**src/rtl/rsaeps_pkg.sv**
```systemverilog
`timescale 1ns / 1ps
// ----------------------------------------------------------------------------
// rsaeps_pkg
// Shared types and constants for the RSA exponent pair selector.
// ----------------------------------------------------------------------------
package rsaeps_pkg;

	localparam int PRIME_WIDTH_DEF = 32;
	localparam int TOT_W           = 64;
	localparam int EXP_W           = 17;
	localparam int CAND_N          = 5;
	localparam int CAND_IDX_W      = 3;
	localparam int DIV_CNT_W       = 6;

	typedef enum logic [2:0] {
		ST_IDLE,
		ST_MUL,
		ST_CHECK,
		ST_LOOP,
		ST_DIV,
		ST_EVAL,
		ST_DONE
	} st_t;

	typedef struct packed {
		logic busy;
		logic done;
	} div_stat_t;

	function automatic logic [EXP_W-1:0] cand_exp(input logic [CAND_IDX_W-1:0] idx);
		logic [EXP_W-1:0] e;
		unique case (idx)
			3'd0: e = EXP_W'(3);
			3'd1: e = EXP_W'(7);
			3'd2: e = EXP_W'(11);
			3'd3: e = EXP_W'(17);
			3'd4: e = EXP_W'(65537);
			default: e = '0;
		endcase
		return e;
	endfunction

endpackage

```
**src/rtl/rsa_exponent_pair_select.sv**
```systemverilog
`timescale 1ns / 1ps
// ----------------------------------------------------------------------------
// rsa_exponent_pair_select
// Forms phi = (p-1)(q-1), picks the first of 3, 7, 11, 17, 65537 that lies
// below phi and is coprime to it, and returns its inverse mod phi.
// ----------------------------------------------------------------------------
// One request at a time. Each Euclid step runs the shared 64-bit bit-serial
// divider between the loop and divide control states. A request passes
// through accept, multiply and handoff, a check of each candidate, and the
// Euclid steps of each candidate that lies below phi; handoff can wait on an
// output stall. The input stalls until the result has been placed in the
// output register; a waiting result does not block the next request.
module rsa_exponent_pair_select import rsaeps_pkg::*; #(
	parameter int PRIME_WIDTH = PRIME_WIDTH_DEF
) (
	input  logic             clk,
	input  logic             arst_n,
	input  logic             in_valid,
	output logic             in_stall,
	input  logic [31:0]      prime_p,
	input  logic [31:0]      prime_q,
	output logic             out_valid,
	input  logic             out_stall,
	output logic [TOT_W-1:0] totient,
	output logic [EXP_W-1:0] public_exponent,
	output logic [TOT_W-1:0] private_exponent,
	output logic             found
);

	st_t st_q, st_d;

	logic [PRIME_WIDTH-1:0]   p_s, q_s, pm_q, qm_q;
	logic [2*PRIME_WIDTH-1:0] prod;
	logic [TOT_W-1:0]         tot_q, r0_q, r1_q, a0_q, a1_q, d_q;
	logic                     n0_q, n1_q, found_q;
	logic [EXP_W-1:0]         e_q, e_cur;
	logic [CAND_IDX_W-1:0]    idx_q;
	logic                     in_acc, div_start, load_out, cand_ok;
	logic [TOT_W-1:0]         div_rem, div_acc, a0m, inv;
	div_stat_t                div_st;
	logic                     out_vld_q;

	assign p_s    = prime_p[PRIME_WIDTH-1:0];
	assign q_s    = prime_q[PRIME_WIDTH-1:0];
	assign prod   = pm_q * qm_q;
	assign e_cur  = cand_exp(idx_q);
	assign cand_ok = ({{(TOT_W-EXP_W){1'b0}}, e_cur} < tot_q);
	assign a0m    = (a0_q >= tot_q) ? a0_q - tot_q : a0_q;
	assign inv    = (n0_q && a0m != '0) ? tot_q - a0m : a0m;
	assign in_acc = in_valid && !in_stall;

	rsaeps_div u_div (
		.clk      (clk),
		.arst_n   (arst_n),
		.start    (div_start),
		.dividend (r0_q),
		.divisor  (r1_q),
		.mulend   (a1_q),
		.rem      (div_rem),
		.acc      (div_acc),
		.stat     (div_st)
	);

	always_comb begin
		st_d = st_q;
		unique case (st_q)
			ST_IDLE:  if (in_valid) st_d = ST_MUL;
			ST_MUL:   st_d = ST_CHECK;
			ST_CHECK: begin
				if (idx_q == CAND_IDX_W'(CAND_N)) st_d = ST_DONE;
				else if (cand_ok)                 st_d = ST_LOOP;
			end
			ST_LOOP:  st_d = (r1_q == '0) ? ST_EVAL : ST_DIV;
			ST_DIV:   if (div_st.done) st_d = ST_LOOP;
			ST_EVAL:  st_d = (r0_q == TOT_W'(1)) ? ST_DONE : ST_CHECK;
			ST_DONE:  if (!out_vld_q || !out_stall) st_d = ST_IDLE;
			default:  st_d = ST_IDLE;
		endcase
	end

	always_comb begin
		in_stall  = (st_q != ST_IDLE);
		div_start = (st_q == ST_LOOP) && (r1_q != '0);
		load_out  = (st_q == ST_DONE) && (!out_vld_q || !out_stall);
	end

	always_ff @(posedge clk or negedge arst_n) begin
		if (!arst_n) begin
			st_q      <= ST_IDLE;
			out_vld_q <= 1'b0;
		end else begin
			st_q <= st_d;
			if (load_out)       out_vld_q <= 1'b1;
			else if (!out_stall) out_vld_q <= 1'b0;
		end
	end

	always_ff @(posedge clk) begin
		unique case (st_q)
			ST_IDLE: begin
				if (in_acc) begin
					pm_q <= (p_s == '0) ? '0 : p_s - 1'b1;
					qm_q <= (q_s == '0) ? '0 : q_s - 1'b1;
				end
			end
			ST_MUL: begin
				tot_q   <= TOT_W'(prod);
				idx_q   <= '0;
				found_q <= 1'b0;
				e_q     <= '0;
				d_q     <= '0;
			end
			ST_CHECK: begin
				if (idx_q != CAND_IDX_W'(CAND_N)) begin
					if (cand_ok) begin
						r0_q <= tot_q;
						r1_q <= {{(TOT_W-EXP_W){1'b0}}, e_cur};
						a0_q <= '0;
						a1_q <= TOT_W'(1);
						n0_q <= 1'b0;
						n1_q <= 1'b0;
					end else begin
						idx_q <= idx_q + 1'b1;
					end
				end
			end
			ST_DIV: begin
				if (div_st.done) begin
					r0_q <= r1_q;
					r1_q <= div_rem;
					a0_q <= a1_q;
					a1_q <= div_acc + a0_q;
					n0_q <= n1_q;
					n1_q <= !n1_q;
				end
			end
			ST_EVAL: begin
				if (r0_q == TOT_W'(1)) begin
					found_q <= 1'b1;
					e_q     <= e_cur;
					d_q     <= inv;
				end else begin
					idx_q <= idx_q + 1'b1;
				end
			end
			ST_DONE: begin
				if (load_out) begin
					totient          <= tot_q;
					public_exponent  <= e_q;
					private_exponent <= d_q;
					found            <= found_q;
				end
			end
			default: ;
		endcase
	end

	assign out_valid = out_vld_q;

	// the shared divider only runs while the sequencer waits on it
	assert property (@(posedge clk) disable iff (!arst_n)
		div_st.busy |-> (st_q == ST_DIV))
		else $error("divider busy outside divide state");

	assert property (@(posedge clk) disable iff (!arst_n)
		(out_valid && !found) |-> (public_exponent == '0 && private_exponent == '0))
		else $error("exponents nonzero without found");

	assert property (@(posedge clk) disable iff (!arst_n)
		(out_valid && found) |-> (private_exponent < totient && public_exponent != '0))
		else $error("inverse out of range");

endmodule

```
**src/rtl/rsaeps_div.sv**
```systemverilog
`timescale 1ns / 1ps
// ----------------------------------------------------------------------------
// rsaeps_div
// Radix-2 restoring divider, one quotient bit per cycle. Alongside it the
// quotient bits are folded into acc = quotient * mulend by shift-and-add.
// ----------------------------------------------------------------------------
module rsaeps_div import rsaeps_pkg::*; (
	input  logic             clk,
	input  logic             arst_n,
	input  logic             start,
	input  logic [TOT_W-1:0] dividend,
	input  logic [TOT_W-1:0] divisor,
	input  logic [TOT_W-1:0] mulend,
	output logic [TOT_W-1:0] rem,
	output logic [TOT_W-1:0] acc,
	output div_stat_t        stat
);

	logic [TOT_W-1:0]     rem_q, dq_q, acc_q;
	logic [DIV_CNT_W-1:0] cnt_q;
	logic                 busy_q, done_q;
	logic [TOT_W:0]       trial;
	logic                 qbit;

	assign trial = {rem_q, dq_q[TOT_W-1]};
	assign qbit  = (trial >= {1'b0, divisor});

	always_ff @(posedge clk or negedge arst_n) begin
		if (!arst_n) begin
			busy_q <= 1'b0;
			done_q <= 1'b0;
			cnt_q  <= '0;
		end else begin
			done_q <= 1'b0;
			if (start) begin
				busy_q <= 1'b1;
				cnt_q  <= '0;
			end else if (busy_q) begin
				cnt_q <= cnt_q + 1'b1;
				if (cnt_q == '1) begin
					busy_q <= 1'b0;
					done_q <= 1'b1;
				end
			end
		end
	end

	always_ff @(posedge clk) begin
		if (start) begin
			rem_q <= '0;
			dq_q  <= dividend;
			acc_q <= '0;
		end else if (busy_q) begin
			rem_q <= qbit ? TOT_W'(trial - {1'b0, divisor}) : trial[TOT_W-1:0];
			dq_q  <= {dq_q[TOT_W-2:0], qbit};
			acc_q <= {acc_q[TOT_W-2:0], 1'b0} + (qbit ? mulend : '0);
		end
	end

	assign rem       = rem_q;
	assign acc       = acc_q;
	assign stat.busy = busy_q;
	assign stat.done = done_q;

endmodule
```
**config.mk**
```make
export PLATFORM = sky130hd
export DESIGN_NAME = rsa_exponent_pair_select
export DESIGN_NICKNAME = d
export VERILOG_FILES = /design/src/rtl/rsaeps_pkg.sv /design/src/rtl/rsa_exponent_pair_select.sv /design/src/rtl/rsaeps_div.sv
export SDC_FILE = /design/constraint.sdc
export NUM_CORES = 2
export LEC_CHECK = 0
export ABC_CLOCK_PERIOD_IN_PS = 37200
export BUFFER_PORTS_ARGS = -buffer_cell sky130_fd_sc_hd__buf_2
export CORE_MARGIN = 4
export CORE_UTILIZATION = 50
export DETAILED_ROUTE_END_ITERATION = 16
export PLACE_DENSITY = 0.67
export SLEW_MARGIN = 20
export SYNTH_ARGS = -nofsm -noshare
export SYNTH_HDL_FRONTEND = slang
export SYNTH_HIERARCHICAL = 1
export SYNTH_SLANG_ARGS = --single-unit
```
**constraint.sdc**
```tcl
create_clock -name clk -period 37.2 [get_ports clk]
set_input_delay 0 -clock clk [delete_from_list [all_inputs] [get_ports clk]]
set_output_delay 0 -clock clk [all_outputs]
set_load 0.02 [all_outputs]
```
==> reports/metrics.cfg <==
[cells_and_area]
multiInputGateArea_sq_mm=0.0557
fillers=14800
drive_gt1_share_pct=6.66
syn2layout_area_growth_pct=9.29
ff_latch_area_sq_mm=0.0227
nets=10600

[synth]
ys_warn_count=6
synthCells=8885
avgSynthCellArea_sq_um=9.47
syn_area_sq_mm=0.0841

[clock_network]
clockBufferDepth=3
cts_resized=0
cts_buffers=93
clk_pin_slew_ns=0.07
h-tree-depth=3
post_cts_buffers=0
root_buffer=clkbuf_16
cts_tree=done
ctsHoldBuffers=154
clock-sinks=799
clk_latency_ns=0.75

[routing]
wl_per_cell_microns=25.1
ant_nets=0
drc=0
first_pass_iters=6
drt_iter0_markers=6147
route.vias.total=67600
via_per_inst=5.97
wirelength_microns=284000

[global_route]
use_met3_pct=6.24
gr-usage-met1_pct=41.1
grt.busiest_layer=met2
antenna_found_initial=16
grt.overflow.total=0
grt_pass1_vias=68700
grt_usage_pct=32.3
grtUsageMet2_pct=52.8
grt_pass1_wl_microns=427000
grt_max_degree=164

[timing]
hold_viol_final=0
setup_viol=0
setup_ws_ns=27.83
period_share_pct=25.2
tns_ns=0
finalCriticalPeriod_ns=9.37
slew_headroom_pct=15.8
worstMarginPinSlew_ns=1.24
clock.fmax_ghz=0.107
rsz0062_at_grt=false
finalMaxSlewViolations=0
finClkSkew_ns=0.0484

[floorplan]
io_pins=216
start_util_pct=50.3
std_cell_rows=150
die_area_sq_mm=0.175
coreArea_sq_mm=0.167
die_w_microns=418
die_h_microns=418

[critical_path]
crit_type=flop to flop
cp-start-kind=flop
cp_max_fo=32
slowest_stage=edfxtp_1
timing.critical_path.mode_cell=fa_1
rrSetupSlack_ns=27.83
required_ns=37.65
crit_path_end_kind=flop
critPathMaxStageDelay_ns=1.11
cp.arrival_ns=9.82

[placed_design]
finalWeightedCongestion=1.06
pre_cts_slack_ns=27.81
dp_hpwl_microns=217000
numPortBuffers=204

[flow_run]
cap_violations=0

[hold_path]
hp-class=primary input to flop

[run_status]
status=complete, no violations

==> flip-flops by register name, summed over array words and instances (netlist names), 3 cells and up <==
name and cells:
pm_q 32, totient 64, tot_q 64, idx_q 3, u_div/cnt_q 6, u_div/dq_q 64, a0_q 64, public_exponent 6
a1_q 64, u_div/acc 64, qm_q 32, r0_q 64, u_div/rem 64, e_q 6, r1_q 64, d_q 64
private_exponent 64, st_q 3
==> critical path, delay by kind of cell (launching register included) <==
kind | cells | cell delay (ns)
adders and majority gates | 9 | 4.18
AOI/OAI and AO/OA | 12 | 3.10
DFF | 1 | 1.11
and+or+nand+nor | 1 | 0.28
buffers and inverters | 4 | 0.25
xor gates and xnor gates | 1 | 0.16
==> stage by stage <==
stage | instance area [sq um] | cells | hold WS (ns) | utilization, %
floorplan | 84200 | 8895 | -0.296 | -
detailed placement | 87100 | 11000 | -0.0860 | 52.1
CTS | 91800 | 11300 | 0.0324 | 54.9
finish | 92000 | 11300 | 0.0928 | 55.0
global placement | 87100 | 11000 | -0.0906 | 52.1
global route | 91900 | 11300 | 0.105 | 55.0
==> layout make-up <==
cell class / instances / share of cell area (%)
clock inverters: 56 / 0.705
inverters: 1103 / 4.50
well taps: 2204 / 3.00
diodes: 13 / 0.0354
clock buffers: 120 / 2.71
multi-input cells: 6553 / 60.6
repair buffers: 474 / 3.84
flip-flops and latches: 799 / 24.6
==> layout by cell type (no fill, tap or decap), types with 80 or more instances in the layout <==
| cell | n |
|---|---|
| a21o_1 | 220 |
| a21oi_1 | 437 |
| and2_1 | 757 |
| and3_1 | 107 |
| buf_2 | 204 |
| buf_4 | 108 |
| clkbuf_16 | 95 |
| dfxtp_1 | 128 |
| dlygate4sd3_1 | 154 |
| edfxtp_1 | 659 |
| fa_1 | 901 |
| ha_1 | 592 |
| inv_1 | 1102 |
| mux2i_1 | 111 |
| nand2_1 | 874 |
| nand3_1 | 88 |
| nand4_1 | 89 |
| nor2_1 | 519 |
| nor3_1 | 95 |
| o21ai_0 | 373 |
| o21bai_1 | 80 |
| xnor2_1 | 226 |
| xor2_1 | 150 |
==> final timing paths <==
kind                            startpoint              endpoint  cells after the start
worst max-delay path               qm_q[2]             tot_q[62]                     27
worst min-delay path             out_stall             out_valid                      4
worst max register to register     qm_q[2]             tot_q[62]                     27
worst min register to register     d_q[29]  private_exponent[29]                      0
max in group asynchronous           arst_n          u_div/busy_q                      3
min in group asynchronous           arst_n             out_valid                      3
==> per-layer routing <==
metal	wire [microns]	vias to the layer above	share of wire (%)
met5	94	-	0.033
met4	17300	12	6.1
met3	23300	741	8.2
met2	132000	3131	46
met1	112000	33700	39
li1	-	30000	-
Power is left out: the tool's default activity adds up to more than one toggle a clock period on the data nets, which glitch-free logic cannot reach.
